**src/hdl/two_way_cache_lrf_fill_macros.svh**
```systemverilog
// Assertion macros used by the cache top level.
`ifndef TWO_WAY_CACHE_LRF_FILL_MACROS_SVH
`define TWO_WAY_CACHE_LRF_FILL_MACROS_SVH

`ifndef SYNTHESIS
`define TCL_ASSERT(lbl, clk, rst_n, prop, msg) \
  lbl: assert property (@(posedge clk) disable iff (!rst_n) prop) else $error(msg);
`define TCL_ASSERT_ALWAYS(lbl, clk, prop, msg) \
  lbl: assert property (@(posedge clk) prop) else $error(msg);
`else
`define TCL_ASSERT(lbl, clk, rst_n, prop, msg)
`define TCL_ASSERT_ALWAYS(lbl, clk, prop, msg)
`endif

`endif

```
**src/hdl/tcl_pkg.sv**
```systemverilog
// Types, constants and codes of the two-way least-recently-filled cache.
package tcl_pkg;

  localparam int SETS_DEF  = 128;
  localparam int ADDR_W    = 32;
  localparam int IDX_SHIFT = 6;
  localparam int TAG_LSB   = 13;
  localparam int TAG_W     = 19;
  localparam int WORD_W    = 32;
  localparam int FILL_W    = 64;
  localparam int X_W       = ADDR_W - IDX_SHIFT;
  localparam int M_W       = X_W + 2;

  typedef enum logic [1:0] {
    OP_READ = 2'd0,
    OP_HIT  = 2'd1,
    OP_FILL = 2'd2,
    OP_NOP  = 2'd3
  } op_t;

  typedef enum logic [2:0] {
    ST_CLR,
    ST_IDLE,
    ST_MUL,
    ST_REM,
    ST_LOOK,
    ST_UPD
  } state_t;

  typedef struct packed {
    logic              valid;
    logic              fill;
    logic [TAG_W-1:0]  tag;
    logic [WORD_W-1:0] word;
  } way_t;

  typedef way_t [1:0] row_t;

  typedef struct packed {
    logic busy;
    logic clr;
    logic ld;
    logic mul;
    logic rem;
    logic look;
    logic upd;
  } ctrl_t;

endpackage

```
**src/hdl/tcl_index.sv**
```systemverilog
// Set index unit: (address >> 6) mod SETS by reciprocal multiply, then remainder.
module tcl_index #(
  parameter int SETS = tcl_pkg::SETS_DEF
) (
  input  logic                      clk,
  input  tcl_pkg::ctrl_t            ctl,
  input  logic [tcl_pkg::X_W-1:0]   addr_hi,
  output logic [$clog2(SETS)-1:0]   idx
);

  localparam int IDX_W  = $clog2(SETS);
  localparam int X_W    = tcl_pkg::X_W;
  localparam int M_W    = tcl_pkg::M_W;
  localparam int PROD_W = X_W + M_W;
  localparam int K      = X_W + IDX_W;
  localparam logic [63:0] M_FULL = ((64'd1 << K) + 64'(SETS - 1)) / 64'(SETS);
  localparam logic [M_W-1:0] MULT = M_W'(M_FULL);
  localparam logic [X_W-1:0] DIV  = X_W'(SETS);

  logic [X_W-1:0]    x_r;
  logic [PROD_W-1:0] prod_r;
  logic [IDX_W-1:0]  idx_r;
  logic [X_W-1:0]    quot;

  // quotient is exact for every 26-bit value with this multiplier and shift
  assign quot = X_W'(prod_r >> K);

  always_ff @(posedge clk) begin
    if (ctl.ld) begin
      x_r <= addr_hi;
    end
    if (ctl.mul) begin
      prod_r <= PROD_W'(x_r) * PROD_W'(MULT);
    end
    if (ctl.rem) begin
      // remainder fits IDX_W bits, so only the low bits are needed
      idx_r <= x_r[IDX_W-1:0] - IDX_W'(quot * DIV);
    end
  end

  assign idx = idx_r;

endmodule

```
**config.mk**
```make
export PLATFORM = sky130hd
export DESIGN_NAME = tcl_index
export DESIGN_NICKNAME = d
export VERILOG_FILES = /design/src/hdl/two_way_cache_lrf_fill_macros.svh /design/src/hdl/tcl_pkg.sv /design/src/hdl/tcl_index.sv
export SDC_FILE = /design/constraint.sdc
export NUM_CORES = 1
export LEC_CHECK = 0
export BUFFER_PORTS_ARGS = -buffer_cell sky130_fd_sc_hd__buf_2
export CORE_AREA = 2 2 39 41
export CTS_CLUSTER_SIZE = 8
export DETAILED_ROUTE_END_ITERATION = 7
export DIE_AREA = 0 0 41 43
export PLACE_DENSITY = 0.69
export SLEW_MARGIN = 20
export SYNTH_ARGS = -nofsm -noshare
export SYNTH_HDL_FRONTEND = slang
export SYNTH_SLANG_ARGS = --single-unit
export TNS_END_PERCENT = 1
```
**constraint.sdc**
```tcl
create_clock -name clk -period 1.4 [get_ports clk]
set_clock_uncertainty 0.05 [all_clocks]
set_input_delay 0.21 -clock clk [delete_from_list [all_inputs] [get_ports clk]]
set_output_delay 0.21 -clock clk [all_outputs]
set_load 0.005 [all_outputs]
```
**After elaboration in Yosys (flattened, before gate mapping)**

Cells that the tools add are included.

- Bits in registers: 14
- Input bits: 34
- Output and inout bits: 7
- Logic and storage cells: 2

**Longest topological paths before layout**

- Word-level depth: 0
- Mapped depth: 0
- Depth with buffers taken out: 0

**Worst setup path before layout**

Ideal clock, no wire load.

- Path kind: reg2reg
- Start: register x_r[0]
- End: register idx_r[0], in the netlist idx[0], data pin
- Library setup time: 0.266 ns
- Arrival time: 0.323 ns
- Required time: 1.084 ns
- Setup slack: 0.761 ns
- Stages on the path, launching flop included: 1
- Buffers on the path: 0
- Clock period less this slack: 0.639 ns
- Cells stage by stage: edfxtp_1

RTL lines:

| item | line | source |
|---|---|---|
| start: declaration | tcl_index.sv:20 | `logic [X_W-1:0] x_r;` |
| start signal: assignment | tcl_index.sv:30 | `x_r <= addr_hi;` |
| end signal: assignment | tcl_index.sv:37 | `idx_r <= x_r[IDX_W-1:0] - IDX_W'(quot * DIV);` |
| end: declaration | tcl_index.sv:22 | `logic [IDX_W-1:0] idx_r;` |

No word-level cell between the ends.

**Worst setup path after layout**

- Start: register idx_r[3], in the netlist idx[3]
- End: output port idx[3]

RTL lines:

| item | line | source |
|---|---|---|
| end: declaration | tcl_index.sv:8 | `output logic [$clog2(SETS)-1:0] idx` |

No word-level cell between the ends.

==> impl_results.md <==
- Cells after synthesis: 14
- Outcome: complete, no violations
- First-pass GRT wire length: 786 um
- Tmin final: 1.03 ns
- Final Wtd Congestion: 0.612
- Critical-path top delay cell: edfxtp_1
- Critical Path Sink Type: output pin
- Final WS setup: 0.368 ns
- Via/cell ratio: 3.96
- Worst-path cell chain: buf_2
- Global Route Usage Sum: 7.24%
- Sw power: 0.000137 W
- Syn_area_per_cell: 30.0 um^2
- Worst-margin pin slew: 0.148 ns
- Number of global-route vias before repair: 208
- Share of total power in the clock network: 29.0%
- # DRC: 0
- #MultiIn Comb: 0
- Total CTS buffers: 3
- WP buf/inv: 1
- Largest net degree at the start of global routing: 9
- Synth cell types: 1
- Tightest Hold Check Type: in2reg
- DIE AREA: 1760 um^2
- Period utilisation layout: 73.7%
- Cell class contributing the biggest share of worst-path delay: flip-flops
- Sequential share of power: 66.7%
- Post-synth top area cell: edfxtp_1
- Yosys Warn Count: 0
- Grt total ovfl: 0
- Combinational fraction of design power: 4.3%
- HP Start: addr_hi[4]
- Fin Setup TNS: 0 ns
- Post-placement cell area: 520 um^2
- Max_slew headroom: 90.1%
- DR vias: 198
- Hold_buf cts: 0
- Req. time, crit path: 1.14 ns
- Post-synth net total: 48
- CTS tree: done
- Setup WS pre-CTS: 0.655 ns
- Wire per inst: 9.82 um
- Pwr per Cell Area: 1380 nW/um^2
- Reg-to-Reg Start: x_r[6]
- Design area: 547 um^2
- Slew Viols, Final: 0
- Synth Register Bits: 14
- IO buf count: 16
- Total I/O pin count: 41
- Core area: 1380 um^2
- Fmax: 969 MHz
- CTS Buffer Depth: 2
- Sw Share: 18.2%
- Dominant cells by area after synthesis: edfxtp_1 (100%)
- Most frequent cells in the layout: buf_2 (16), edfxtp_1 (14), clkbuf_4 (3)
- Setup crit start kind: register
- Initial core utilization: 30.4%
- Most common cell after layout, fill and taps aside: buf_2
- Internal power: 0.000616 W
- CTS root buf: clkbuf_4
- Latest clock arrival within the worst-skew pair: 0.27 ns
- Clock sink count: 14
- Area grow syn2layout: 30.1%
- FF+latch area: 420 um^2
- VDD IR max: 0.505 mV
- Sequential share of the synthesized area: 100%
- Max-cap viol count: 0
- CTS H-tree depth: 1
- Std-Cell Rows: 14
- Setup CP Type: reg2out
- Area share of the largest cell type after synthesis: 100%
- CTS clk-pin slew, worst paths: 0.08 ns
- Synth Cell Area: 420 um^2
- Number of nets with antenna violations after routing: 0
- Placed insts: 46
- Postcts setup bufs: 0
- Non-Filler Instances: 50
- CTS-repair resized insts: 0
- Arr. time, crit path: 0.77 ns
- Nets: 69
- Leak: 0.215 nW
- Fin. Hold Viols: 0
- Initial antenna violation count: 0
- Layout cell share with drive strength beyond 1: 55.9%
- Die H: 43 um
- Die Width: 41 um
- Final WL: 491 um
- Final setup violation count: 0
- Max FO, Critical Path: 1
- Ant diodes: 0
- RSZ-0062 raised after global routing: no
- CP startpoint: idx[3]
- Reg2reg setup slack: 0.73 ns
- First DRT Iteration DRCs: 0
- Initial DRT Pass Iterations: 1
- Fill cells: 129
- Worst stage delay on the critical path: 0.37 ns
- Area of the multi-input gates: 0 um^2
[final timing paths]
check | endpoint | cells past startpoint
worst max-delay path | idx[3] | 1
worst min-delay path | x_r[4] | 1
worst max register to register | idx[6] | 0
worst min register to register | idx[4] | 0
[layout make-up]
class,instances,share of cell area [%]
tap,16,3.66
clock inverter,1,0.686
sequential,14,76.9
clock buffer,3,4.12
timing repair buffer,16,14.6
[flip-flops by register name, indices dropped and copies added (netlist names)]
name and count:
x_r 7, idx 7
[power by group through the flow]
stage               Combinational, W  Clock (W)  Sequential [W]
finish                     0.0000322   0.000219        0.000503
global route               0.0000372   0.000255        0.000506
CTS                        0.0000330   0.000228        0.000503
detailed placement         0.0000329          0        0.000513
global placement           0.0000317          0        0.000511
floorplan                          0          0        0.000514
[cells by family (layout without fill, tap and decap cells)]
family | after synthesis | in the layout | synth area share (%)
buf+inv | 0 | 20 | 0
flops | 14 | 14 | 100
[synth_stat cells (all sizes together)]
library cell / instances
edfxtp: 14
[layer usage]
| metal | track usage [%] | part of all wire, % | vias to the layer above |
|---|---|---|---|
| li1 | - | - | 96 |
| met1 | 7.45 | 33 | 85 |
| met2 | 9.38 | 45 | 17 |
| met3 | 3.66 | 21 | 0 |
| met4 | 8.00 | 0 | 0 |
| met5 | 0 | 0 | - |
[stage by stage]
| stage | util (%) | hold slack, ns | total power (W) |
|---|---|---|---|
| 2_1_floorplan | - | 0.259 | 0.000514 |
| 3_3_place_gp | 37.6 | 0.337 | 0.000543 |
| 3_5_place_dp | 37.6 | 0.338 | 0.000546 |
| 4_1_cts | 39.5 | 0.0528 | 0.000764 |
| 5_1_grt | 39.5 | 0.0392 | 0.000799 |
| 6_report | 39.5 | 0.0622 | 0.000754 |
Note: power is estimated with default switching activity, not from simulation.
