File: src/hdl/two_way_cache_lrf_fill_macros.svh
// Assertion macros used by the cache top level.
`ifndef TWO_WAY_CACHE_LRF_FILL_MACROS_SVH
`define TWO_WAY_CACHE_LRF_FILL_MACROS_SVH

`ifndef SYNTHESIS
`define TCL_ASSERT(lbl, clk, rst_n, prop, msg) \
  lbl: assert property (@(posedge clk) disable iff (!rst_n) prop) else $error(msg);
`define TCL_ASSERT_ALWAYS(lbl, clk, prop, msg) \
  lbl: assert property (@(posedge clk) prop) else $error(msg);
`else
`define TCL_ASSERT(lbl, clk, rst_n, prop, msg)
`define TCL_ASSERT_ALWAYS(lbl, clk, prop, msg)
`endif

`endif

File: src/hdl/tcl_pkg.sv
// Types, constants and codes of the two-way least-recently-filled cache.
package tcl_pkg;

  localparam int SETS_DEF  = 128;
  localparam int ADDR_W    = 32;
  localparam int IDX_SHIFT = 6;
  localparam int TAG_LSB   = 13;
  localparam int TAG_W     = 19;
  localparam int WORD_W    = 32;
  localparam int FILL_W    = 64;
  localparam int X_W       = ADDR_W - IDX_SHIFT;
  localparam int M_W       = X_W + 2;

  typedef enum logic [1:0] {
    OP_READ = 2'd0,
    OP_HIT  = 2'd1,
    OP_FILL = 2'd2,
    OP_NOP  = 2'd3
  } op_t;

  typedef enum logic [2:0] {
    ST_CLR,
    ST_IDLE,
    ST_MUL,
    ST_REM,
    ST_LOOK,
    ST_UPD
  } state_t;

  typedef struct packed {
    logic              valid;
    logic              fill;
    logic [TAG_W-1:0]  tag;
    logic [WORD_W-1:0] word;
  } way_t;

  typedef way_t [1:0] row_t;

  typedef struct packed {
    logic busy;
    logic clr;
    logic ld;
    logic mul;
    logic rem;
    logic look;
    logic upd;
  } ctrl_t;

endpackage

File: src/hdl/tcl_ctrl.sv
// Sequencer: clearing pass after reset, then index, read and update steps per item.
module tcl_ctrl #(
  parameter int SETS = tcl_pkg::SETS_DEF
) (
  input  logic                    clk,
  input  logic                    rst_n,
  input  logic                    start,
  output tcl_pkg::ctrl_t          ctl,
  output logic [$clog2(SETS)-1:0] clr_addr
);

  localparam int IDX_W = $clog2(SETS);
  localparam logic [IDX_W-1:0] LAST = IDX_W'(SETS - 1);

  tcl_pkg::state_t  state_r;
  tcl_pkg::state_t  state_nxt;
  logic [IDX_W-1:0] clr_cnt_r;
  logic [IDX_W-1:0] clr_cnt_nxt;

  always_ff @(posedge clk) begin
    if (!rst_n) begin
      state_r   <= tcl_pkg::ST_CLR;
      clr_cnt_r <= '0;
    end else begin
      state_r   <= state_nxt;
      clr_cnt_r <= clr_cnt_nxt;
    end
  end

  always_comb begin
    state_nxt   = state_r;
    clr_cnt_nxt = clr_cnt_r;
    unique case (state_r)
      tcl_pkg::ST_CLR: begin
        clr_cnt_nxt = clr_cnt_r + 1'b1;
        if (clr_cnt_r == LAST) begin
          state_nxt = tcl_pkg::ST_IDLE;
        end
      end
      tcl_pkg::ST_IDLE: begin
        if (start) begin
          state_nxt = tcl_pkg::ST_MUL;
        end
      end
      tcl_pkg::ST_MUL:  state_nxt = tcl_pkg::ST_REM;
      tcl_pkg::ST_REM:  state_nxt = tcl_pkg::ST_LOOK;
      tcl_pkg::ST_LOOK: state_nxt = tcl_pkg::ST_UPD;
      tcl_pkg::ST_UPD:  state_nxt = tcl_pkg::ST_IDLE;
      default:          state_nxt = tcl_pkg::ST_CLR;
    endcase
  end

  always_comb begin
    ctl      = '0;
    ctl.busy = (state_r != tcl_pkg::ST_IDLE);
    ctl.clr  = (state_r == tcl_pkg::ST_CLR);
    ctl.ld   = (state_r == tcl_pkg::ST_IDLE) && start;
    ctl.mul  = (state_r == tcl_pkg::ST_MUL);
    ctl.rem  = (state_r == tcl_pkg::ST_REM);
    ctl.look = (state_r == tcl_pkg::ST_LOOK);
    ctl.upd  = (state_r == tcl_pkg::ST_UPD);
  end

  assign clr_addr = clr_cnt_r;

endmodule

File: config.mk
export PLATFORM = sky130hd
export DESIGN_NAME = tcl_ctrl
export DESIGN_NICKNAME = d
export VERILOG_FILES = /design/src/hdl/two_way_cache_lrf_fill_macros.svh /design/src/hdl/tcl_pkg.sv /design/src/hdl/tcl_ctrl.sv
export SDC_FILE = /design/constraint.sdc
export NUM_CORES = 1
export LEC_CHECK = 0
export BUFFER_PORTS_ARGS = -buffer_cell sky130_fd_sc_hd__buf_2
export CAP_MARGIN = 20
export CORE_AREA = 2 2 39 41
export CTS_BUF_LIST = sky130_fd_sc_hd__clkbuf_16
export DETAILED_ROUTE_END_ITERATION = 10
export DIE_AREA = 0 0 41 43
export REMOVE_ABC_BUFFERS = 1
export SYNTH_ARGS = -nofsm -noshare
export SYNTH_HDL_FRONTEND = slang
export SYNTH_SLANG_ARGS = --single-unit
File: constraint.sdc
create_clock -name clk -period 1.9 [get_ports clk]
set_clock_uncertainty 0.15 [all_clocks]
set_input_delay 0.38 -clock clk [delete_from_list [all_inputs] [get_ports clk]]
set_output_delay 0.38 -clock clk [all_outputs]
set_load 0.1 [all_outputs]
**Word-level counts from Yosys, hierarchy flattened**

Index checks and enable logic that the tools add are counted.

- Bits in registers: 10
- Word-level logic and storage cells: 18

- $add $sub $neg: 1
- Equal/unequal tests: 9
- Multiplexer cells: 3
- Reductions and logical operators: 3

Operator list:

| kind | count |
|---|---|
| $pmux 3 s6 | 1 |
| $add 7x1->7 const B | 1 |
| $eq 7x7->1 const B | 1 |
| $eq 3x2->1 const B | 2 |
| $eq 3x3->1 const B | 2 |
| $mux 3 | 2 |
| $eq 3x1->1 const B | 1 |
| $logic_not 3->1 | 1 |
| $ne 3x1->1 const B | 1 |
| $ne 2x1->1 const B | 1 |
| $ne 2x2->1 const B | 1 |
| $reduce_and 2->1 | 1 |
| $logic_and 1x1->1 | 1 |

**Depth between registers and ports, before layout**

- Word-level depth: 3
- Gate-level depth with buffers: 6

**Least setup slack after synthesis**

OpenSTA, ideal clock, no wires.

- Kind: register to output
- From: register state_r[0]
- To: output port ctl[4] (netlist name)
- Arrival: 2.705 ns
- Data required time: 1.370 ns
- Path slack: -1.335 ns
- Stages on the path, launching flop included: 4
- Cells stage by stage: dfxtp_1 nor2b_1 nand2b_1 nor2_1

RTL lines:

| what | RTL line | text |
|---|---|---|
| start, declared | tcl_ctrl.sv:15 | `tcl_pkg::state_t state_r;` |
| start signal, assigned | tcl_ctrl.sv:22 | `state_r <= tcl_pkg::ST_CLR;` |
| start signal, assigned | tcl_ctrl.sv:25 | `state_r <= state_nxt;` |
| end, declared | tcl_ctrl.sv:8 | `output tcl_pkg::ctrl_t ctl,` |

==> results.cfg <==
[worst_setup_path]
critical_path.startpoint = state_r[0]
endpoint = ctl[5]
worst-path-max-fanout = 9
crit_type = reg -> out
worstPathRequired_ps = 1370
r2r-end = clr_addr[5]
worstRegToRegCells = 3
start_kind = register
reg2reg_setup_slack_ps = 190
r2r_start = state_r[0]
cp_data_arrival_time_ps = 1300
endpoint_kind = output pin

[clock_network]
clk_path_buf_depth = 2
post_cts_buffers = 0
cts_tree = built
clkTransAtPathRegs_ps = 40
clockRootBuffer = clkbuf_16
htreeDepth = 1
tritoncts.num_buffers = 3
clock-sinks = 10
clkLatencyLatePin_ps = 240

[global_route]
gr-total-overflow = 0
grt_antenna_before_repair = 0
grt_pass1_wl_mm = 1.81
grt_max_degree = 13
grt_pass1_vias = 409
track_usage = 0.158

[die]
start_util = 0.377
coreArea_um2 = 1380
boundaryPins = 17
dieArea_um2 = 1760
rows = 14
fp.dieH_um = 43
die_x_um = 41

[finish]
layout-drive-gt1-share = 0.321
n_antenna_cell = 0
final_nets = 83
area_delta_synth_final_pct = 51.6
mostFrequentLayoutCells = dfxtp_1, buf_2, buf_12, nand2_1, and2_1
multi_input_area_um2 = 295
final_area_um2 = 791
regArea_um2 = 201
nFillCells = 130
fin_util = 0.571

[placed_design]
placed_area_um2 = 701
place_ws_ps = 120
place_congestion = 0.712
io_buffers = 16

[synthesis]
avgSynthCellArea_um2 = 8.84
synth_cell_types = 27
syn_area_um2 = 522
yosysSeqAreaShare = 0.384
synth_warnings = 0
synth_cells = 59
ys_seq_elements = 10

[detailed_routing]
wl_met3_um = 69
wl_met1_um = 480
top_layer_used = met4
ant_nets = 0
dr_wl_met2_um = 498
drtIter0Drc = 5
via_per_inst = 5.18
firstDrtPassIters = 4
routed_wl_mm = 1.07
num_vias = 487
drc = 0
avgRoutedWirePerCell_um = 11.4

[timing]
hold_violations = 0
drv_slew = 0
relSlewSlack = 0.680
worst_pin_slew_ps = 473
worst_slack_ps = 65.6
max_freq_ghz = 0.545
setup_violations = 0
rsz0062_at_grt = no
period_share = 0.965
finalCriticalPeriod_ps = 1830
setup_tns_ps = 0

[run_status]
status = completed

[power_and_ir_drop]
total_power_uw = 662
peakVddDrop_v = 0.000594
total_leakage_power_uw = 0.000333
powerDensity_nw_per_um2 = 837

[job]
cap_violations = 0

[worst_hold_path]
hold_path.class = in -> reg
-- metrics by stage --
| step | cells | hold slack [ps] |
|---|---|---|
| 2_1_floorplan | 56 | 348 |
| 3_3_place_gp | 90 | 321 |
| 3_5_place_dp | 90 | 330 |
| 4_1_cts | 94 | 333 |
| 5_1_grt | 94 | 348 |
| 6_report | 94 | 328 |
-- what timing repair did --
action / 4_1_cts / 5_1_grt
hold endpoints to repair: 0 / 0
resized for setup: 3 / 2
hold buffers: 0 / 0
endpoints found under the setup margin: 2 / 2
gates cloned: 0 / 0
-- sequential cells by signal, summed over array words and instances (netlist names) --
| register | cells |
|---|---|
| state_r | 3 |
| clr_addr | 7 |
-- worst max-delay path: stages, from the launching register on --
cell and delay, ps:
dfxtp_2 340, or3_4 450, inv_2 100, buf_12 170
-- worst min-delay path by stage --
stage / slack [ps] / cells after the start / to / startpoint
6_report: 330 / 2 / state_r[2] / rst_n
3_3_place_gp: 320 / 2 / clr_addr[4] / clr_addr[4]
5_1_grt: 350 / 2 / state_r[2] / rst_n
2_1_floorplan: 350 / 1 / state_r[2] / rst_n
3_5_place_dp: 330 / 2 / clr_addr[4] / clr_addr[4]
4_1_cts: 330 / 3 / state_r[1] / start
-- power by group --
group          total [µW]  internal (µW)  switching [µW]
sequential            223            216            6.68
combinational        64.4           13.3            51.1
clock                 374            276            98.5
total                 662            505             156
-- routing by layer --
layer / vias up / track usage
li1: 247 / -
met1: 218 / 0.197
met2: 18 / 0.213
met3: 4 / 0.0681
met4: 0 / 0.100
met5: - / 0
-- Yosys cell counts --
cell	instances	area (µm²)
and3b_1	1	8.76
nand2_1	5	18.8
a21oi_1	1	5.00
nor2b_1	3	18.8
xnor2_1	1	8.76
o31ai_1	3	22.5
or4_1	2	15.0
or3_1	2	12.5
clkbuf_1	1	3.75
dfxtp_1	10	200
a21boi_1	2	15.0
o21a_1	1	7.51
nand2b_1	2	12.5
buf_6	2	22.5
and2_1	4	25.0
nand3_1	3	15.0
nor3b_1	2	15.0
a21boi_0	2	15.0
o21ai_0	2	10.0
inv_1	2	7.51
and3_1	1	6.26
xor2_1	1	8.76
mux2i_1	1	10.0
o311ai_0	1	8.76
nor4b_1	1	8.76
nor2_1	2	7.51
ha_1	1	12.5
-- area by class of cell --
class	instances	area share
Multi-Input combinational cell	44	0.373
Sequential cell	10	0.255
Timing Repair Buffer	18	0.237
Clock buffer	3	0.0949
Tap cell	16	0.0253
Inverter	2	0.00949
Clock inverter	1	0.00475
-- cell families (layout without fill, tap and decap cells) --
family                   Yosys count  in the layout  synth area share
AO/OA/AOI/OAI                     12             12             0.161
XOR/XNOR                           2              2            0.0336
adder cells (fa/ha/maj)            1              1            0.0240
buffers and inverters              5             24            0.0647
flip-flops                        10             10             0.384
multiplexers                       1              1            0.0192
AND/OR/NAND/NOR                   28             28             0.314
No activity file was read; power rests on OpenSTA's default activity.
