--- src/hdl/two_way_cache_lrf_fill_macros.svh ---
// Assertion macros used by the cache top level.
`ifndef TWO_WAY_CACHE_LRF_FILL_MACROS_SVH
`define TWO_WAY_CACHE_LRF_FILL_MACROS_SVH

`ifndef SYNTHESIS
`define TCL_ASSERT(lbl, clk, rst_n, prop, msg) \
  lbl: assert property (@(posedge clk) disable iff (!rst_n) prop) else $error(msg);
`define TCL_ASSERT_ALWAYS(lbl, clk, prop, msg) \
  lbl: assert property (@(posedge clk) prop) else $error(msg);
`else
`define TCL_ASSERT(lbl, clk, rst_n, prop, msg)
`define TCL_ASSERT_ALWAYS(lbl, clk, prop, msg)
`endif

`endif

--- src/hdl/tcl_ram.sv ---
// Generic single-write, single-read RAM with registered read data.
module tcl_ram #(
  parameter int WIDTH = 8,
  parameter int DEPTH = 2
) (
  input  logic                     clk,
  input  logic                     we,
  input  logic [$clog2(DEPTH)-1:0] waddr,
  input  logic [WIDTH-1:0]         wdata,
  input  logic                     re,
  input  logic [$clog2(DEPTH)-1:0] raddr,
  output logic [WIDTH-1:0]         rdata
);

  logic [WIDTH-1:0] mem [DEPTH];
  logic [WIDTH-1:0] rdata_r;

  always_ff @(posedge clk) begin
    if (we) begin
      mem[waddr] <= wdata;
    end
    if (re) begin
      rdata_r <= mem[raddr];
    end
  end

  assign rdata = rdata_r;

endmodule

--- config.mk ---
export PLATFORM = sky130hd
export DESIGN_NAME = tcl_ram
export DESIGN_NICKNAME = d
export VERILOG_FILES = /design/src/hdl/two_way_cache_lrf_fill_macros.svh /design/src/hdl/tcl_ram.sv
export SDC_FILE = /design/constraint.sdc
export NUM_CORES = 1
export LEC_CHECK = 0
export BUFFER_PORTS_ARGS = -buffer_cell sky130_fd_sc_hd__buf_2
export CAP_MARGIN = 20
export CORE_UTILIZATION = 50
export DETAILED_ROUTE_END_ITERATION = 10
export PLACE_DENSITY_LB_ADDON = 0.25
export SLEW_MARGIN = 25
export SYNTH_ARGS = -nofsm -noshare
export SYNTH_HDL_FRONTEND = slang
export SYNTH_SLANG_ARGS = --single-unit
--- constraint.sdc ---
create_clock -name clk -period 1.1 [get_ports clk]
set_input_delay 0.055 -clock clk [delete_from_list [all_inputs] [get_ports clk]]
set_output_delay 0.055 -clock clk [all_outputs]
set_load 0.03 [all_outputs]
* After elaboration in Yosys (flattened, before gate mapping) *
Memories as Yosys holds them, arrays and structs flattened. A register that Yosys moved wholly into a read port is not among the register bits.
Cells that the tools add are included.

word-level totals
  register bits = 0
  bits in writable memories = 16
  bits of input ports = 13
  output and inout port bits = 8
  word-level logic and storage cells = 3
  memories kept = 1

memory list
  memory  depth  bits a word  read ports  clocked after Yosys merged registers in  wr ports  line           source
  mem     2      8            1           1                                        1         tcl_ram.sv:15  logic [WIDTH-1:0] mem [DEPTH];

cells by class
  muxes and demuxes = 2

operators by type and width
  cell               count
  two-way mux 1 bit  2

* Longest topological paths before layout *
Gate-level depths: netlist of run 1.

  depth after elaboration = 2
  mapped depth = 2
  gate-level depth less buffers = 1

* Worst setup path before layout of run 1 *
No wires, ideal clock.

  path kind = reg-to-reg
  start = memory mem[0][0]
  end = register rdata_r[0], in the netlist rdata[0], read port of mem (data pin)
  setup time = 0.260 ns
  data arrival time = 0.590 ns
  required time = 0.840 ns
  path slack = 0.250 ns
  cell stages (with the launch flop) = 2
  buffers on the path = 0
  clock period less this slack = 0.850 ns
  path through = edfxtp_1 > mux2_4

RTL lines
  what             line           source
  start, declared  tcl_ram.sv:15
  end, declared    tcl_ram.sv:16  logic [WIDTH-1:0] rdata_r;

No word-level cell between the ends.

* Worst setup path after layout of run 1 *
  start = register rdata_r[0], in the netlist rdata[0], read port of mem
  end = output port rdata[0]

RTL lines
  what           line           source
  end, declared  tcl_ram.sv:12  output logic [WIDTH-1:0] rdata

No word-level cell between the ends.

==> results of run 1 <==
cells by family (layout without fill, tap and decap cells):
| family | count (synthesis) | after routing | share of synthesized area |
|---|---|---|---|
| flip-flops | 24 | 24 | 0.834 |
| buffers and inverters | 1 | 33 | 0.0130 |
| AND/OR/NAND/NOR | 2 | 2 | 0.0145 |
| multiplexers | 8 | 8 | 0.139 |
layout make-up:
type	count	area [um2]	area share
sequential	24	721	0.663
timing repair buffer	29	188	0.173
multi-input combinational	10	133	0.122
clock buffer	3	22.5	0.0207
tap	16	20.0	0.0184
clock inverter	1	3.75	0.00345
report_power, final:
part	internal, mW	total (mW)	switching [mW]
Clock	0.132	0.357	0.226
Sequential	1.08	1.09	0.0139
Combinational	0.0906	0.183	0.0927
worst max-delay path by stage:
| stage | cells past startpoint | endpoint |
|---|---|---|
| 2_1_floorplan | 1 | rdata[0]$_DFFE_PP_ |
| 3_3_place_gp | 2 | rdata[0]$_DFFE_PP_ |
| 3_5_place_dp | 2 | rdata[5]$_DFFE_PP_ |
| 4_1_cts | 1 | rdata[0] |
| 5_1_grt | 1 | rdata[5] |
| 6_report | 1 | rdata[0] |
flip-flops by register name, summed over array words and instances, names as in the netlist:
signal	count
mem	16
rdata	8
synth_stat cells:
cell type / n / area share
sky130_fd_sc_hd__and2_1: 1 / 0.0072
sky130_fd_sc_hd__buf_6: 1 / 0.013
sky130_fd_sc_hd__edfxtp_1: 24 / 0.83
sky130_fd_sc_hd__mux2_4: 8 / 0.14
sky130_fd_sc_hd__nor2b_1: 1 / 0.0072
layer usage:
layer / share of wire / vias to the layer above
met5: 0 / -
met4: 0.0099 / 0
met3: 0.059 / 2
met2: 0.50 / 16
met1: 0.43 / 189
li1: - / 201
what timing repair did:
action / in CTS / in global routing
buffers inserted: 0 / 0
resized for setup: 0 / 0
hold buffers: 8 / 0
endpoints found under the hold margin: 16 / 0
==> out/metrics.cfg, run 1 <==
[synth]
ys_warn_count = 0
yosys_register_bits = 24
mapped_nets = 48
synthCells = 35
synth-seq-area-share = 0.834
postSynthAreaPerCell_um2 = 24.7
number_of_unique_standard_cell_types_used_by_synthesis = 5
post_synth_instance_area_um2 = 865

[route]
drt_wl_total_um = 1010
avgRoutedWirePerCell_um = 12.2
firstDrtPassIters = 7
ant_nets = 0
route.detailed.vias_per_inst = 4.92
initialDrtViolationCount = 2
via_count = 408
remaining_drc_errors = 2

[cells_and_area]
layout_nets = 81
most-common-layout-cells = 24 x sky130_fd_sc_hd__edfxtp_1, 20 x sky130_fd_sc_hd__buf_2, 8 x sky130_fd_sc_hd__mux2_4, 8 x sky130_fd_sc_hd__dlygate4sd3_1, 3 x sky130_fd_sc_hd__clkbuf_4
final_util = 0.697
area.growth.synth_to_final_pct = 25.8
stdcell_count = 83
layout-drive-gt1-share = 0.478
antenna_diode_instance_count = 0
most_common_cell_after_layout_fill_and_taps_aside = sky130_fd_sc_hd__edfxtp_1
final_instance_area_um2 = 1090
fillers = 94

[timing]
grt_setup_unrepaired = no
setup-tns-final_ps = 0
timing.max_slew.rel_slack = 0.749
report.final.slew_viol_count = 0
final_hold_violation_count = 0
period_share = 0.827
layout_min_cycle_time_ps = 910
setup_viol_count_final = 0
fin_skew_ps = 0.865
max_freq_mhz = 1100
timing.final.ws_setup_ps = 190
holdWs_ps = 90.4
max_slew.worst_pin.slew_ps = 376

[worst_setup_path]
crit-reg2reg-launch = mem[0][5]$_DFFE_PP_
crit_start = rdata[0]$_DFFE_PP_
critical_path.startpoint_type = register
critical_path.max_stage_delay_ps = 380
critical_path_cell_by_cell = buf_2
cp_num_buf_inv = 1
path_class = register to output pin
cp_data_required_time_ps = 1040
critPathSlowestCell = sky130_fd_sc_hd__edfxtp_1
reg2reg_to = rdata[5]$_DFFE_PP_
cp_top_family = flip-flops
r2r_setup_slack_ps = 200
ff2ff_path_depth = 1
arrival_ps = 850
critical_path.max_fanout = 1
critPathCaptureType = output pin

[cts]
cts_made_buffers = 3
numClockSinks = 24
ctsLongestPathBuffers = 2
worst_setup_hold_path_clk_slew_ps = 110
cts.root.buffer_cell = sky130_fd_sc_hd__clkbuf_4
clock_latency_ps = 290
cts_max_level = 1
cts_tree = built

[floorplan]
design.die.area_um2 = 1900
coreArea_um2 = 1560
die_w_um = 43.6
initial_core_util = 0.555
die_height_um = 43.6
io_pins = 21
row_count = 14

[hold_path]
hp-class = primary input to register
whs_endpoint = rdata[1]$_DFFE_PP_
hold_path.startpoint = re
holdPathStages = 1

[power_and_ir_drop]
cellLeakagePower_nw = 0.432
vdd_drop_max_v = 0.00112
power_per_cell_area_nw_per_um2 = 1500
report.power.total_mw = 1.63

[place]
io_buffers = 20
placer_s_final_routability_congestion_estimate = 0.652
place_area_um2 = 981
dp_worst_setup_slack_ps = 195
post-place-cells = 71

[grt]
grt_util_all_layers = 0.122
overflow = 0
grt_util_met3 = 0.0292
grtUsageMet1 = 0.135
grt_busiest_layer = met2
grt_first_pass_wirelength_um = 1610
number_of_antenna_violations_at_the_first_check_in_global_routing = 0
met2_usage = 0.212
vias_in_the_first_global_route = 392
grt_start_max_net_pins = 14

[outcome]
failed_checks = DRC
result_of_the_run = finished with violations

[flow_run]
cap_viol_max_count = 0

Power figures use the tool's default switching activity.
==> run 2: changes to the inputs <==
Settings changed: CORE_UTILIZATION 50 to 45.
Clock period 1.1 ns to 0.8 ns, I/O delays scaled along.
==> run 2 against run 1 <==
  * The run ends with setup timing left
  * Non-clock buffer count up 3
  * Routed wire length up 11%
  * Worst setup slack worse by 290 ps
  * Sequential share of layout area down 4.9 points
  * Critical path type is now register to register
  * Critical endpoint is now rdata[2]$_DFFE_PP_
  * Highest routed layer unchanged
==> out/metrics.cfg, run 2 (same netlist as run 1, synthesis figures left out) <==
[grt]
overflow = 0  ; unchanged
number_of_antenna_violations_at_the_first_check_in_global_routing = 0  ; unchanged
grt_first_pass_wirelength_um = 1680  ; +4.3%
vias_in_the_first_global_route = 395  ; +0.77%
grt_util_all_layers = 0.124  ; +0.00217
grt_start_max_net_pins = 14  ; unchanged

[cts]
ctsLongestPathBuffers = 2  ; unchanged
clock_latency_ps = 300  ; about the same
numClockSinks = 24  ; unchanged
cts_max_level = 1  ; unchanged
cts_tree = built
cts.root.buffer_cell = sky130_fd_sc_hd__clkbuf_4
postCtsSetupRepairBufs = 0  ; unchanged
worst_setup_hold_path_clk_slew_ps = 120  ; about the same
cts_made_buffers = 3  ; unchanged

[place]
io_buffers = 20  ; unchanged
placer_s_final_routability_congestion_estimate = 0.649  ; -0.37%
post-place-cells = 83  ; +17%

[timing]
report.final.slew_viol_count = 0  ; unchanged
setup_viol_count_final = 16  ; +16
max_slew.worst_pin.slew_ps = 250  ; -126 ps
final_hold_violation_count = 0  ; unchanged
grt_setup_unrepaired = yes
fin_skew_ps = 2.48  ; +1.62 ps
max_freq_mhz = 1110
timing.max_slew.rel_slack = 0.833  ; +0.0841
timing.final.ws_setup_ps = -99.4  ; -290 ps
period_share = 1.12
layout_min_cycle_time_ps = 899

[flow_run]
cap_viol_max_count = 0  ; unchanged

[worst_setup_path]
arrival_ps = 970  ; +120 ps
r2r_setup_slack_ps = -100  ; -300 ps
critical_path.startpoint_type = register
critPathSlowestCell = sky130_fd_sc_hd__edfxtp_1
cp_num_buf_inv = 0  ; -1
critical_path_cell_by_cell = mux2_4
critical_path.max_stage_delay_ps = 410  ; +30 ps
path_class = register to register
cp_data_required_time_ps = 870  ; -170 ps
cp_top_family = flip-flops
critical_path.max_fanout = 1  ; unchanged
critPathCaptureType = register

[cells_and_area]
area.growth.synth_to_final_pct = 35.7
final_util = 0.665  ; -0.0322
most_flops_register = mem
stdcell_count = 95  ; +14%
most-common-layout-cells = 24 x sky130_fd_sc_hd__edfxtp_1, 12 x sky130_fd_sc_hd__buf_2, 8 x sky130_fd_sc_hd__mux2_4, 8 x sky130_fd_sc_hd__dlygate4sd3_1, 8 x sky130_fd_sc_hd__buf_6
largest_register_ffs = 16  ; unchanged
layout_nets = 84  ; +3.7%
most_common_cell_after_layout_fill_and_taps_aside = sky130_fd_sc_hd__edfxtp_1
layout-drive-gt1-share = 0.514  ; +0.0367
antenna_diode_instance_count = 0  ; unchanged

[route]
ant_nets = 0  ; unchanged
route.detailed.vias_per_inst = 4.51  ; -8.3%
remaining_drc_errors = 0  ; -2
via_count = 428  ; +4.9%
avgRoutedWirePerCell_um = 11.8  ; -2.7%
drt_wl_total_um = 1120  ; +11%
firstDrtPassIters = 4  ; -3
initialDrtViolationCount = 20  ; +18

[floorplan]
initial_core_util = 0.490  ; -0.0645
die_height_um = 45.8  ; +5.2%
design.die.area_um2 = 2100  ; +11%
die_w_um = 45.8  ; +5.2%
io_pins = 21  ; unchanged
coreArea_um2 = 1760  ; +13%
row_count = 15  ; +1

[power_and_ir_drop]
cellLeakagePower_nw = 0.465  ; +7.7%
power_per_cell_area_nw_per_um2 = 1970  ; +31%
vdd_drop_max_v = 0.00120  ; +6.9%

[outcome]
failed_checks = setup timing
result_of_the_run = finished with violations

[hold_path]
hp-class = primary input to register

==> run 2: repair_timing <==
action,in CTS,in global routing
resized for setup,16,0
endpoints found under the hold margin,16,0
hold buffers,8,0
setup endpoints to repair,16,16
==> run 2: power breakdown <==
| group | total (mW) | internal, mW | switching, mW |
|---|---|---|---|
| logic | 0.298 | 0.168 | 0.130 |
| clock network | 0.505 | 0.182 | 0.323 |
| registers | 1.51 | 1.48 | 0.0275 |
| total | 2.32 | 1.83 | 0.480 |
==> run 2: final cells by class <==
cell class	count	area (um2)
Tap cell	25	31.3
Timing Repair Buffer	32	260
Sequential cell	24	721
Clock inverter	1	3.75
Clock buffer	3	22.5
Fill cell	129	591
Multi-Input combinational cell	10	135
==> run 2: final timing paths <==
check / from / to / cells after the start
hold reg to reg: mem[1][1]$_DFFE_PP_ / rdata[1]$_DFFE_PP_ / 1
hold / removal: re / rdata[2]$_DFFE_PP_ / 1
setup / recovery: mem[1][2]$_DFFE_PP_ / rdata[2]$_DFFE_PP_ / 1
setup reg to reg: mem[1][2]$_DFFE_PP_ / rdata[2]$_DFFE_PP_ / 1
==> run 2: through the flow <==
stage / setup slack (ps) / hold slack [ps] / setup TNS (ps) / area [um2] / total power [mW]
floorplan: -50.4 / 139 / -403 / 867 / 1.68
global placement: -77.2 / 228 / -573 / 1020 / 1.76
global route: -142 / 48.4 / -1880 / 1170 / 2.41
CTS: -106 / 47.2 / -1520 / 1170 / 2.34
finish: -99.4 / 51.2 / -1390 / 1170 / 2.32
detailed placement: -92.0 / 232 / -598 / 1020 / 1.77
==> run 2: layer usage <==
metal | routed length, um | global-route usage
met1 | 416 | 0.118
met2 | 630 | 0.223
met3 | 59 | 0.0397
met4 | 18 | 0.0882
met5 | 0 | 0
