<file path="config.mk">
export PLATFORM = sky130hd
export DESIGN_NAME = tcl_exec
export DESIGN_NICKNAME = d
export VERILOG_FILES = /design/src/hdl/two_way_cache_lrf_fill_macros.svh /design/src/hdl/tcl_pkg.sv /design/src/hdl/tcl_exec.sv
export SDC_FILE = /design/constraint.sdc
export NUM_CORES = 1
export LEC_CHECK = 0
export ABC_AREA = 1
export BUFFER_PORTS_ARGS = -buffer_cell sky130_fd_sc_hd__buf_4
export CAP_MARGIN = 10
export CORE_AREA = 2 2 127 129
export DETAILED_ROUTE_END_ITERATION = 8
export DIE_AREA = 0 0 129 131
export SYNTH_ARGS = -nofsm -noshare
export SYNTH_HDL_FRONTEND = slang
export SYNTH_SLANG_ARGS = --single-unit
</file>
<file path="constraint.sdc">
create_clock -name vclk -period 1.55
set_input_delay 0.2325 -clock vclk [all_inputs]
set_output_delay 0.2325 -clock vclk [all_outputs]
set_load 0.01 [all_outputs]
</file>
<file path="src/hdl/two_way_cache_lrf_fill_macros.svh">
// Assertion macros used by the cache top level.
`ifndef TWO_WAY_CACHE_LRF_FILL_MACROS_SVH
`define TWO_WAY_CACHE_LRF_FILL_MACROS_SVH

`ifndef SYNTHESIS
`define TCL_ASSERT(lbl, clk, rst_n, prop, msg) \
  lbl: assert property (@(posedge clk) disable iff (!rst_n) prop) else $error(msg);
`define TCL_ASSERT_ALWAYS(lbl, clk, prop, msg) \
  lbl: assert property (@(posedge clk) prop) else $error(msg);
`else
`define TCL_ASSERT(lbl, clk, rst_n, prop, msg)
`define TCL_ASSERT_ALWAYS(lbl, clk, prop, msg)
`endif

`endif

</file>
<file path="src/hdl/tcl_pkg.sv">
// Types, constants and codes of the two-way least-recently-filled cache.
package tcl_pkg;

  localparam int SETS_DEF  = 128;
  localparam int ADDR_W    = 32;
  localparam int IDX_SHIFT = 6;
  localparam int TAG_LSB   = 13;
  localparam int TAG_W     = 19;
  localparam int WORD_W    = 32;
  localparam int FILL_W    = 64;
  localparam int X_W       = ADDR_W - IDX_SHIFT;
  localparam int M_W       = X_W + 2;

  typedef enum logic [1:0] {
    OP_READ = 2'd0,
    OP_HIT  = 2'd1,
    OP_FILL = 2'd2,
    OP_NOP  = 2'd3
  } op_t;

  typedef enum logic [2:0] {
    ST_CLR,
    ST_IDLE,
    ST_MUL,
    ST_REM,
    ST_LOOK,
    ST_UPD
  } state_t;

  typedef struct packed {
    logic              valid;
    logic              fill;
    logic [TAG_W-1:0]  tag;
    logic [WORD_W-1:0] word;
  } way_t;

  typedef way_t [1:0] row_t;

  typedef struct packed {
    logic busy;
    logic clr;
    logic ld;
    logic mul;
    logic rem;
    logic look;
    logic upd;
  } ctrl_t;

endpackage

</file>
<file path="src/hdl/tcl_exec.sv">
// Row update: lookup, hit check and least-recently-filled fill of one set.
module tcl_exec (
  input  tcl_pkg::row_t                 row,
  input  tcl_pkg::op_t                  op,
  input  logic [tcl_pkg::TAG_W-1:0]     tag,
  input  logic                          sel,
  input  logic [tcl_pkg::FILL_W-1:0]    fill_data,
  output tcl_pkg::row_t                 row_new,
  output logic                          we,
  output logic [tcl_pkg::WORD_W-1:0]    read_data,
  output logic                          hit
);

  logic                       m0;
  logic                       m1;
  logic                       w;
  logic [tcl_pkg::WORD_W-1:0] lo;
  logic [tcl_pkg::WORD_W-1:0] hi;

  assign m0 = row[0].valid && (row[0].tag == tag);
  assign m1 = row[1].valid && (row[1].tag == tag);
  assign lo = fill_data[tcl_pkg::WORD_W-1:0];
  assign hi = fill_data[tcl_pkg::FILL_W-1:tcl_pkg::WORD_W];

  // invalid way first, otherwise XOR of the fill bits
  assign w = !row[0].valid ? 1'b0 :
             !row[1].valid ? 1'b1 : (row[0].fill ^ row[1].fill);

  always_comb begin
    row_new   = row;
    we        = 1'b0;
    read_data = '0;
    hit       = 1'b0;
    unique case (op)
      tcl_pkg::OP_READ: begin
        if (m0) begin
          read_data = row[0].word;
          hit       = 1'b1;
        end else if (m1) begin
          read_data = row[1].word;
          hit       = 1'b1;
        end
      end
      tcl_pkg::OP_HIT: begin
        hit = sel ? m1 : m0;
      end
      tcl_pkg::OP_FILL: begin
        we               = 1'b1;
        row_new[w].fill  = ~row[w].fill;
        row_new[w].tag   = tag;
        row_new[w].valid = 1'b1;
        // word placement follows the updated fill bits
        if (row_new[0].fill && !row_new[1].fill) begin
          row_new[0].word = lo;
        end else if (!row_new[0].fill && row_new[1].fill) begin
          row_new[1].word = lo;
        end else begin
          row_new[0].word = lo;
          row_new[1].word = hi;
        end
      end
      tcl_pkg::OP_NOP: begin
      end
    endcase
  end

endmodule

</file>
* Word level (Yosys, flattened, before mapping)
Index checks and enable logic that the tools add are counted.
Word-level totals: register bits 0, bits in latches 0, bits in writable memories 0, ROM bits 0, bits of input ports 192, output and inout bits 140, word-level logic and storage cells 42, memories kept 0
Operators by class: add/sub/neg operators 0, multipliers 0, divide/modulo/power cells 0, magnitude comparators 2, equality and inequality tests 4, shifts and indexed selects 0, mux-type cells 26, bitwise operators 2, reductions and logical operators 8
Operators with widths (number):
- 106-bit bitwise mux | 3
- 32-bit 2-to-1 mux | 7
- 53-bit demux with 1-bit select | 3
- 52-bit 2-to-1 mux | 3
- 106-bit 2-to-1 mux | 1
- 53-bit 2-to-1 mux | 1
- 51-bit 2-to-1 mux | 1
- 19-bit == test | 2
- 1-bit 2-to-1 mux | 6
- 1-bit logical AND | 5
- 2-bit by 1-bit == test with 1-bit output (second input constant) | 1
- 2-bit == test (second input constant) | 1
- 1-bit logical NOT | 2
- 2-bit logical NOT | 1
- 1-bit by 2-bit < comparator with 1-bit output (second input constant) | 1
- 1-bit case mux with 2 select lines | 1
- 1-bit greater-or-equal comparator (second input constant) | 1
- 1-bit inverter | 1
- 1-bit XOR | 1

* Logic depth before layout (Yosys ltp)
Gate-level depths: netlist of run 1.
depth in word-level cells 15, mapped depth 11, mapped depth without buffers 10

* Worst setup path before layout of run 1
OpenSTA, ideal clock, no wires.
path kind input-to-output, start point input tag[8] (netlist bit), end point output read_data[0] (netlist bit), arrival time 1433 ps, data required time 1317 ps, slack -115 ps, stages on the path 8, buffers on the path 1, cells stage by stage xor2_1 -> or2_2 -> nor2_2 -> nand2_1 -> nor2_4 -> buf_6 -> nor2_1 -> nor2_1
Between the ends: longest elaborated chain between the ends 5, elaborated cells between the ends (all ways) 7, classes of those cells eq/ne (2); mux (3); reduce/logical (2)
Ends and longest elaborated chain:
- start: declaration | RTL line tcl_exec.sv:5 | input logic [tcl_pkg::TAG_W-1:0] tag,
- 19-bit == test | RTL line tcl_exec.sv:21 | assign m1 = row[1].valid && (row[1].tag == tag);
- 1-bit logical AND | RTL line tcl_exec.sv:21
- 32-bit 2-to-1 mux | RTL line tcl_exec.sv:39 | end else if (m1) begin
- 32-bit 2-to-1 mux (*) | RTL line tcl_exec.sv:36 | if (m0) begin
- 32-bit 2-to-1 mux (*) | RTL line tcl_exec.sv:34 | unique case (op)
- end: declaration | RTL line tcl_exec.sv:10 | output logic [tcl_pkg::WORD_W-1:0] read_data,
Every way passes the cells marked *; elsewhere a longest branch is shown, timed or not.

==> reports/results.ini, run 1 <==
[setup_path]
cpPeakStageDelay_ns = 0.18
crit_fanout = 7
critPathBufInv = 7
crit_path_cell_trace = buf_12 > buf_6 > a21oi_4 > a31oi_4 > buf_12 > buf_6 > o21ai_4 > buf_6 > buf_12 > nand2_2 > nand2_2 > buf_6
critPathKind = primary input to output port
arrival_ns = 1.67
worstSetupEndpointType = output port
crit_slowest_cell = buf_6
crit_top_cell = buf_6
cpLargestDelayFamily = buffers and inverters
worstPathRequired_ns = 1.32
startpoint_type = primary input

[final_layout]
final_util = 0.675
fin_cells = 1606
final_layout_size_suffix_gt1_frac = 0.632
stdcell_area_um2 = 10500
syn_to_final_growth_pct = 166
num_antenna_cells = 0
flops_and_latches = 0
final_nets = 1584
clkbuf_count = 0
regArea_um2 = 0

[sta]
period_share = 1.23
slew_violations = 0
setup_violations = 137
slew_headroom = 0.845
hold_violations = 0
finalWorstSetupSlack_ns = -0.353
rsz0062_at_grt = yes
tightest_slew_ns = 0.231
fin_crit_ns = 1.90
fmax_mhz = 526

[detailed_routing]
wire_per_inst_um = 17.1
wl_met3_um = 1690
wl_met2_um = 14300
wl_um = 27500
highest_layer = met4
vias_per_cell = 4.89
wl_met1_um = 10600
first_iter_violations = 352
firstDrtPassIters = 5
antenna_left = 0
vias = 7853
post-route-drc-count = 0

[yosys]
syn_nets = 1130
netlist_top_cells_count = nand2_1 (354), inv_1 (189), nor2_1 (138), nand3_1 (70), o21ai_0 (47)
yosysSeqAreaShare = 0
netlist_area_um2 = 3960
avgSynthCellArea_um2 = 4.23
synth_warnings = 0
synth_top_area_cell = nand2_1
synth_top_cell_area_share = 0.335
yosysMostFrequentCell = nand2_1
synth.area.top_cells = nand2_1 (34%), inv_1 (18%), nor2_1 (13%), nand3_1 (8.8%), nand4_1 (6.0%)
synth.distinct_cells = 26
synth_cells = 938

[global_route]
grt_pass1_wl_um = 34100
gr-total-overflow = 0
grt.total_usage = 0.252
grt_max_degree = 34
grt_pass1_vias = 6786
antenna_found_initial = 0

[placement]
hpwl_um = 18300
place_worst_setup_slack_ns = -0.468
dp.cells = 1539
io_buffers = 332
placed_cell_area_um2 = 7440
place_congestion = 0.917

[floorplanning]
fp.coreArea_um2 = 15600
rows = 46
io_pins = 332
die_h_um = 131
start_util = 0.254
die_w_um = 129
dieArea_um2 = 16900

[power]
p_leak_nw = 5.66
total_power_mw = 3.25
power.density_nw_per_um2 = 308
ir_drop_uv = 168

[run]
max-cap-violations = 0

[worst_hold_path]
hp-class = primary input to output port

[run_status]
violations = setup timing
status = complete, but fails checks

[cts]
ctsHoldBuffers = 0

[cell usage in the layout, fill, tap and decap left out]
master,count
nand2_4,58
nand3_1,28
buf_12,27
or2_4,1
clkbuf_16,11
clkinv_8,1
or2_2,1
inv_4,16
nor2_1,87
a31oi_4,1
a21oi_4,1
buf_16,5
nand3_4,13
nand2_8,5
nand2_1,175
o21ai_4,7
inv_8,2
buf_6,90
nor2_4,26
nand3_2,30
inv_2,19
o21ai_2,43
inv_1,152
nand2_2,120
buf_8,16
nor3_2,1
and2_1,1
nor2_2,31
xnor2_1,1
xor2_2,2
o21ai_1,26
a21oi_1,1
xor2_1,1
nor3_1,1
nand4_1,38
o21ai_0,1
inv_6,3
buf_4,348
[where the power goes]
part,switching (mW),total [mW],internal (mW)
Sequential,0,0,0
Clock,0,0,0
Combinational,1.61,3.25,1.64
Total,1.61,3.25,1.64
[routing by layer]
metal,global-route usage,vias to the layer above
met5,0,-
li1,-,3756
met4,0.0505,0
met3,0.0228,78
met2,0.480,354
met1,0.309,3665
[cell type report]
cell class                 count  area [um^2]
tap                          216          270
fill                        1320         5070
multi-input combinational    700         4630
timing repair buffer         497         4820
inverter                     193          807
[per-stage QoR]
| stage | TNS (ns) | hold WS, ns |
|---|---|---|
| after floorplan | -1.40 | 0.509 |
| after global placement | -40.29 | 0.755 |
| after detailed placement | -42.37 | 0.755 |
| after CTS | -27.12 | 0.748 |
| after global routing | -45.36 | 0.755 |
| final | -37.59 | 0.742 |
[worst paths after layout]
path,start,end,slack [ns],cells after the start
max,row[51],row_new[84],-0.35,12
min,row[69],row_new[69],0.74,4
[timing repair]
item / CTS / global route
setup buffers: 31 / 19
resized for setup: 276 / 420
pin swaps: 58 / 135
endpoints found under the setup margin: 138 / 137
gates cloned: 7 / 16
[cell families (layout without fill, tap and decap cells)]
kind of cell              after synthesis  count (layout)  share of synthesized area
and+or+nand+nor                       615             616                      0.642
xor gates and xnor gates                4               4                    0.00884
AOI/OAI and AO/OA                      80              80                      0.106
buffers and inverters                 239             690                      0.243
(Power assumes the default switching activity.)
==> run 2: changes to the inputs <==
--- a/config.mk
+++ b/config.mk
@@ -8,9 +8,9 @@
 export ABC_AREA = 1
 export BUFFER_PORTS_ARGS = -buffer_cell sky130_fd_sc_hd__buf_4
 export CAP_MARGIN = 10
-export CORE_AREA = 2 2 127 129
+export CORE_AREA = 2 2 131 133
 export DETAILED_ROUTE_END_ITERATION = 8
-export DIE_AREA = 0 0 129 131
+export DIE_AREA = 0 0 133 135
 export SYNTH_ARGS = -nofsm -noshare
 export SYNTH_HDL_FRONTEND = slang
 export SYNTH_SLANG_ARGS = --single-unit
==> run 2 against run 1 <==
  * Fmax is 1.3% lower
  * First-iteration DRC count is 36% higher
  * Via count is 0.29% higher
  * Sequential cell count stayed put
  * Highest routed layer unchanged
  * Non-clock buffer count is 8 lower
  * Total power is 3.9% lower
  * Critical path depth is 1 higher
  * Die area is 6.2% higher
  * Utilization is 5.2 points lower
  * Largest cell class unchanged
  * Final cell count is 0.12% lower
  * Sequential share of layout area stayed put
  * The run still ends with setup timing left
==> reports/results.ini, run 2 (same netlist as run 1, synthesis figures left out) <==
[sta]
fin_crit_ns = 1.93  ; was 1.90 ns
holdWs_ns = 0.741  ; was 0.742 ns
slew_violations = 0  ; unchanged
fmax_mhz = 519  ; was 526 MHz
slew_headroom = 0.810  ; was 0.845
setup_violations = 138  ; was 137
hold_violations = 0  ; unchanged
rsz0062_at_grt = yes  ; unchanged
finalWorstSetupSlack_ns = -0.378  ; was -0.353 ns
period_share = 1.24  ; was 1.23
tightest_slew_ns = 0.284  ; was 0.231 ns

[final_layout]
final_util = 0.624  ; was 0.675
regArea_um2 = 0  ; unchanged
layout_common_cells = buf_4 (355), nand2_1 (204), inv_1 (162), nand2_2 (104), nor2_1 (75)  ; was buf_4 (348), nand2_1 (175), inv_1 (152), nand2_2 (120), buf_6 (90)
flops_and_latches = 0  ; unchanged
final_common_cell = buf_4  ; unchanged
clkbuf_count = 0  ; unchanged
stdcell_area_um2 = 10200  ; was 10,500 um^2
final_layout_size_suffix_gt1_frac = 0.587  ; was 0.632
num_antenna_cells = 0  ; unchanged
fin_cells = 1604  ; was 1,606
final_nets = 1578  ; was 1,584
syn_to_final_growth_pct = 158  ; was 166%
multi_input_area_um2 = 4340  ; was 4630 um^2
fillers = 1452  ; was 1,320

[setup_path]
crit_path_cell_trace = buf_6 > inv_2 > nand2_2 > nand2_2 > nor2_2 > nand2_2 > nor2_4 > nand3_4 > buf_12 > nor2_1 > nor2_1 > nor2_1 > buf_4  ; was buf_12 > buf_6 > a21oi_4 > a31oi_4 > buf_12 > buf_6 > o21ai_4 > buf_6 > buf_12 > nand2_2 > nand2_2 > buf_6
critPathBufInv = 4  ; was 7
cpPeakStageDelay_ns = 0.21  ; was 0.18 ns
crit_slowest_cell = buf_12  ; was buf_6
arrival_ns = 1.70  ; was 1.67 ns
worstPathRequired_ns = 1.32  ; about the same
critPathKind = primary input to output port  ; unchanged
cpLargestDelayFamily = simple AND/OR/NAND/NOR gates  ; was buffers and inverters
worstSetupEndpointType = output port  ; unchanged
startpoint_type = primary input  ; unchanged
crit_fanout = 6  ; was 7

[placement]
place_worst_setup_slack_ns = -0.688  ; was -0.468 ns
hpwl_um = 18500  ; was 18,300 um
place_congestion = 0.893  ; was 0.917
io_buffers = 332  ; unchanged
placed_cell_area_um2 = 7310  ; was 7440 um^2
dp.cells = 1531  ; was 1,539

[power]
ir_drop_uv = 185  ; was 168 uV
p_leak_nw = 5.60  ; was 5.66 nW
seqPwrFrac = 0  ; about the same
power.density_nw_per_um2 = 305  ; was 308 nW/um^2
power_frac_comb = 1.000  ; about the same
p_int_mw = 1.57  ; was 1.64 mW
p_switching_mw = 1.55  ; was 1.61 mW
switching_share = 0.497  ; was 0.495
clockPowerShare = 0  ; about the same

[global_route]
use_met1 = 0.354  ; was 0.309
grtUsageMet2 = 0.505  ; was 0.480
grt_max_degree = 23  ; was 34
grt.met3_usage = 0.0390  ; was 0.0228
grt.total_usage = 0.283  ; was 0.252
grt_pass1_vias = 7325  ; was 6,786
antenna_found_initial = 0  ; unchanged
grt_pass1_wl_um = 40300  ; was 34,100 um
gr-total-overflow = 0  ; unchanged
grt-busiest-layer = met2  ; unchanged

[floorplanning]
die_h_um = 135  ; was 131 um
die_w_um = 133  ; was 129 um
dieArea_um2 = 18000  ; was 16,900 um^2
fp.coreArea_um2 = 16400  ; was 15,600 um^2
rows = 47  ; was 46
start_util = 0.242  ; was 0.254
io_pins = 332  ; unchanged

[run_status]
violations = setup timing  ; unchanged
status = complete, but fails checks  ; unchanged

[detailed_routing]
first_iter_violations = 479  ; was 352
vias = 7876  ; was 7,853
wire_per_inst_um = 18.2  ; was 17.1 um
firstDrtPassIters = 5  ; unchanged
post-route-drc-count = 0  ; unchanged
antenna_left = 0  ; unchanged
vias_per_cell = 4.91  ; was 4.89
wl_um = 29300  ; was 27,500 um

[run]
max-cap-violations = 0  ; unchanged

[cts]
ctsHoldBuffers = 0  ; unchanged

[worst_hold_path]
hp-class = primary input to output port  ; unchanged

-- run 2: cell types whose count changed in the layout (fill, tap and decap cells not counted), sizes merged --
cell | previous run | this run
clkbuf | 11 | 8
nor2 | 144 | 145
buf | 486 | 480
nand2 | 358 | 359
bufbuf | 0 | 1
-- run 2: what timing repair did --
item,CTS,global route
gates resized for setup,316,269
endpoints found under the hold margin,0,0
setup endpoints to repair,137,138
pin swaps,66,62
buffers inserted,39,8
gates cloned,25,11
-- run 2: stage by stage --
step	total power, mW	setup TNS (ns)
3_3_place_gp	2.09	-44.11
3_5_place_dp	2.09	-49.45
2_1_floorplan	0.875	-1.40
4_1_cts	2.77	-33.82
5_1_grt	3.31	-48.03
6_report	3.12	-38.88
-- run 2: final cells by class --
| cell class | count | share of cell area |
|---|---|---|
| inverters | 193 | 0.0747 |
| repair buffers | 489 | 0.474 |
| multi-input cells | 702 | 0.425 |
| well taps | 220 | 0.0269 |
-- run 2: layer usage --
layer,routed length [um],up-vias
li1,-,3741
met1,11500,3628
met2,14600,420
met3,2150,87
met4,1060,0
met5,0,-
-- run 2: worst paths after layout --
check | startpoint | endpoint | slack (ns) | cells after the start
max | tag[7] | read_data[10] | -0.38 | 13
min | row[81] | row_new[81] | 0.74 | 4
-- run 2: power by group through the flow --
stage / sequential (mW) / clock, mW / combinational (mW)
finish: 0 / 0 / 3.12
CTS: 0 / 0 / 2.77
global placement: 0 / 0 / 2.09
global route: 0 / 0 / 3.31
floorplan: 0 / 0 / 0.875
detailed placement: 0 / 0 / 2.09
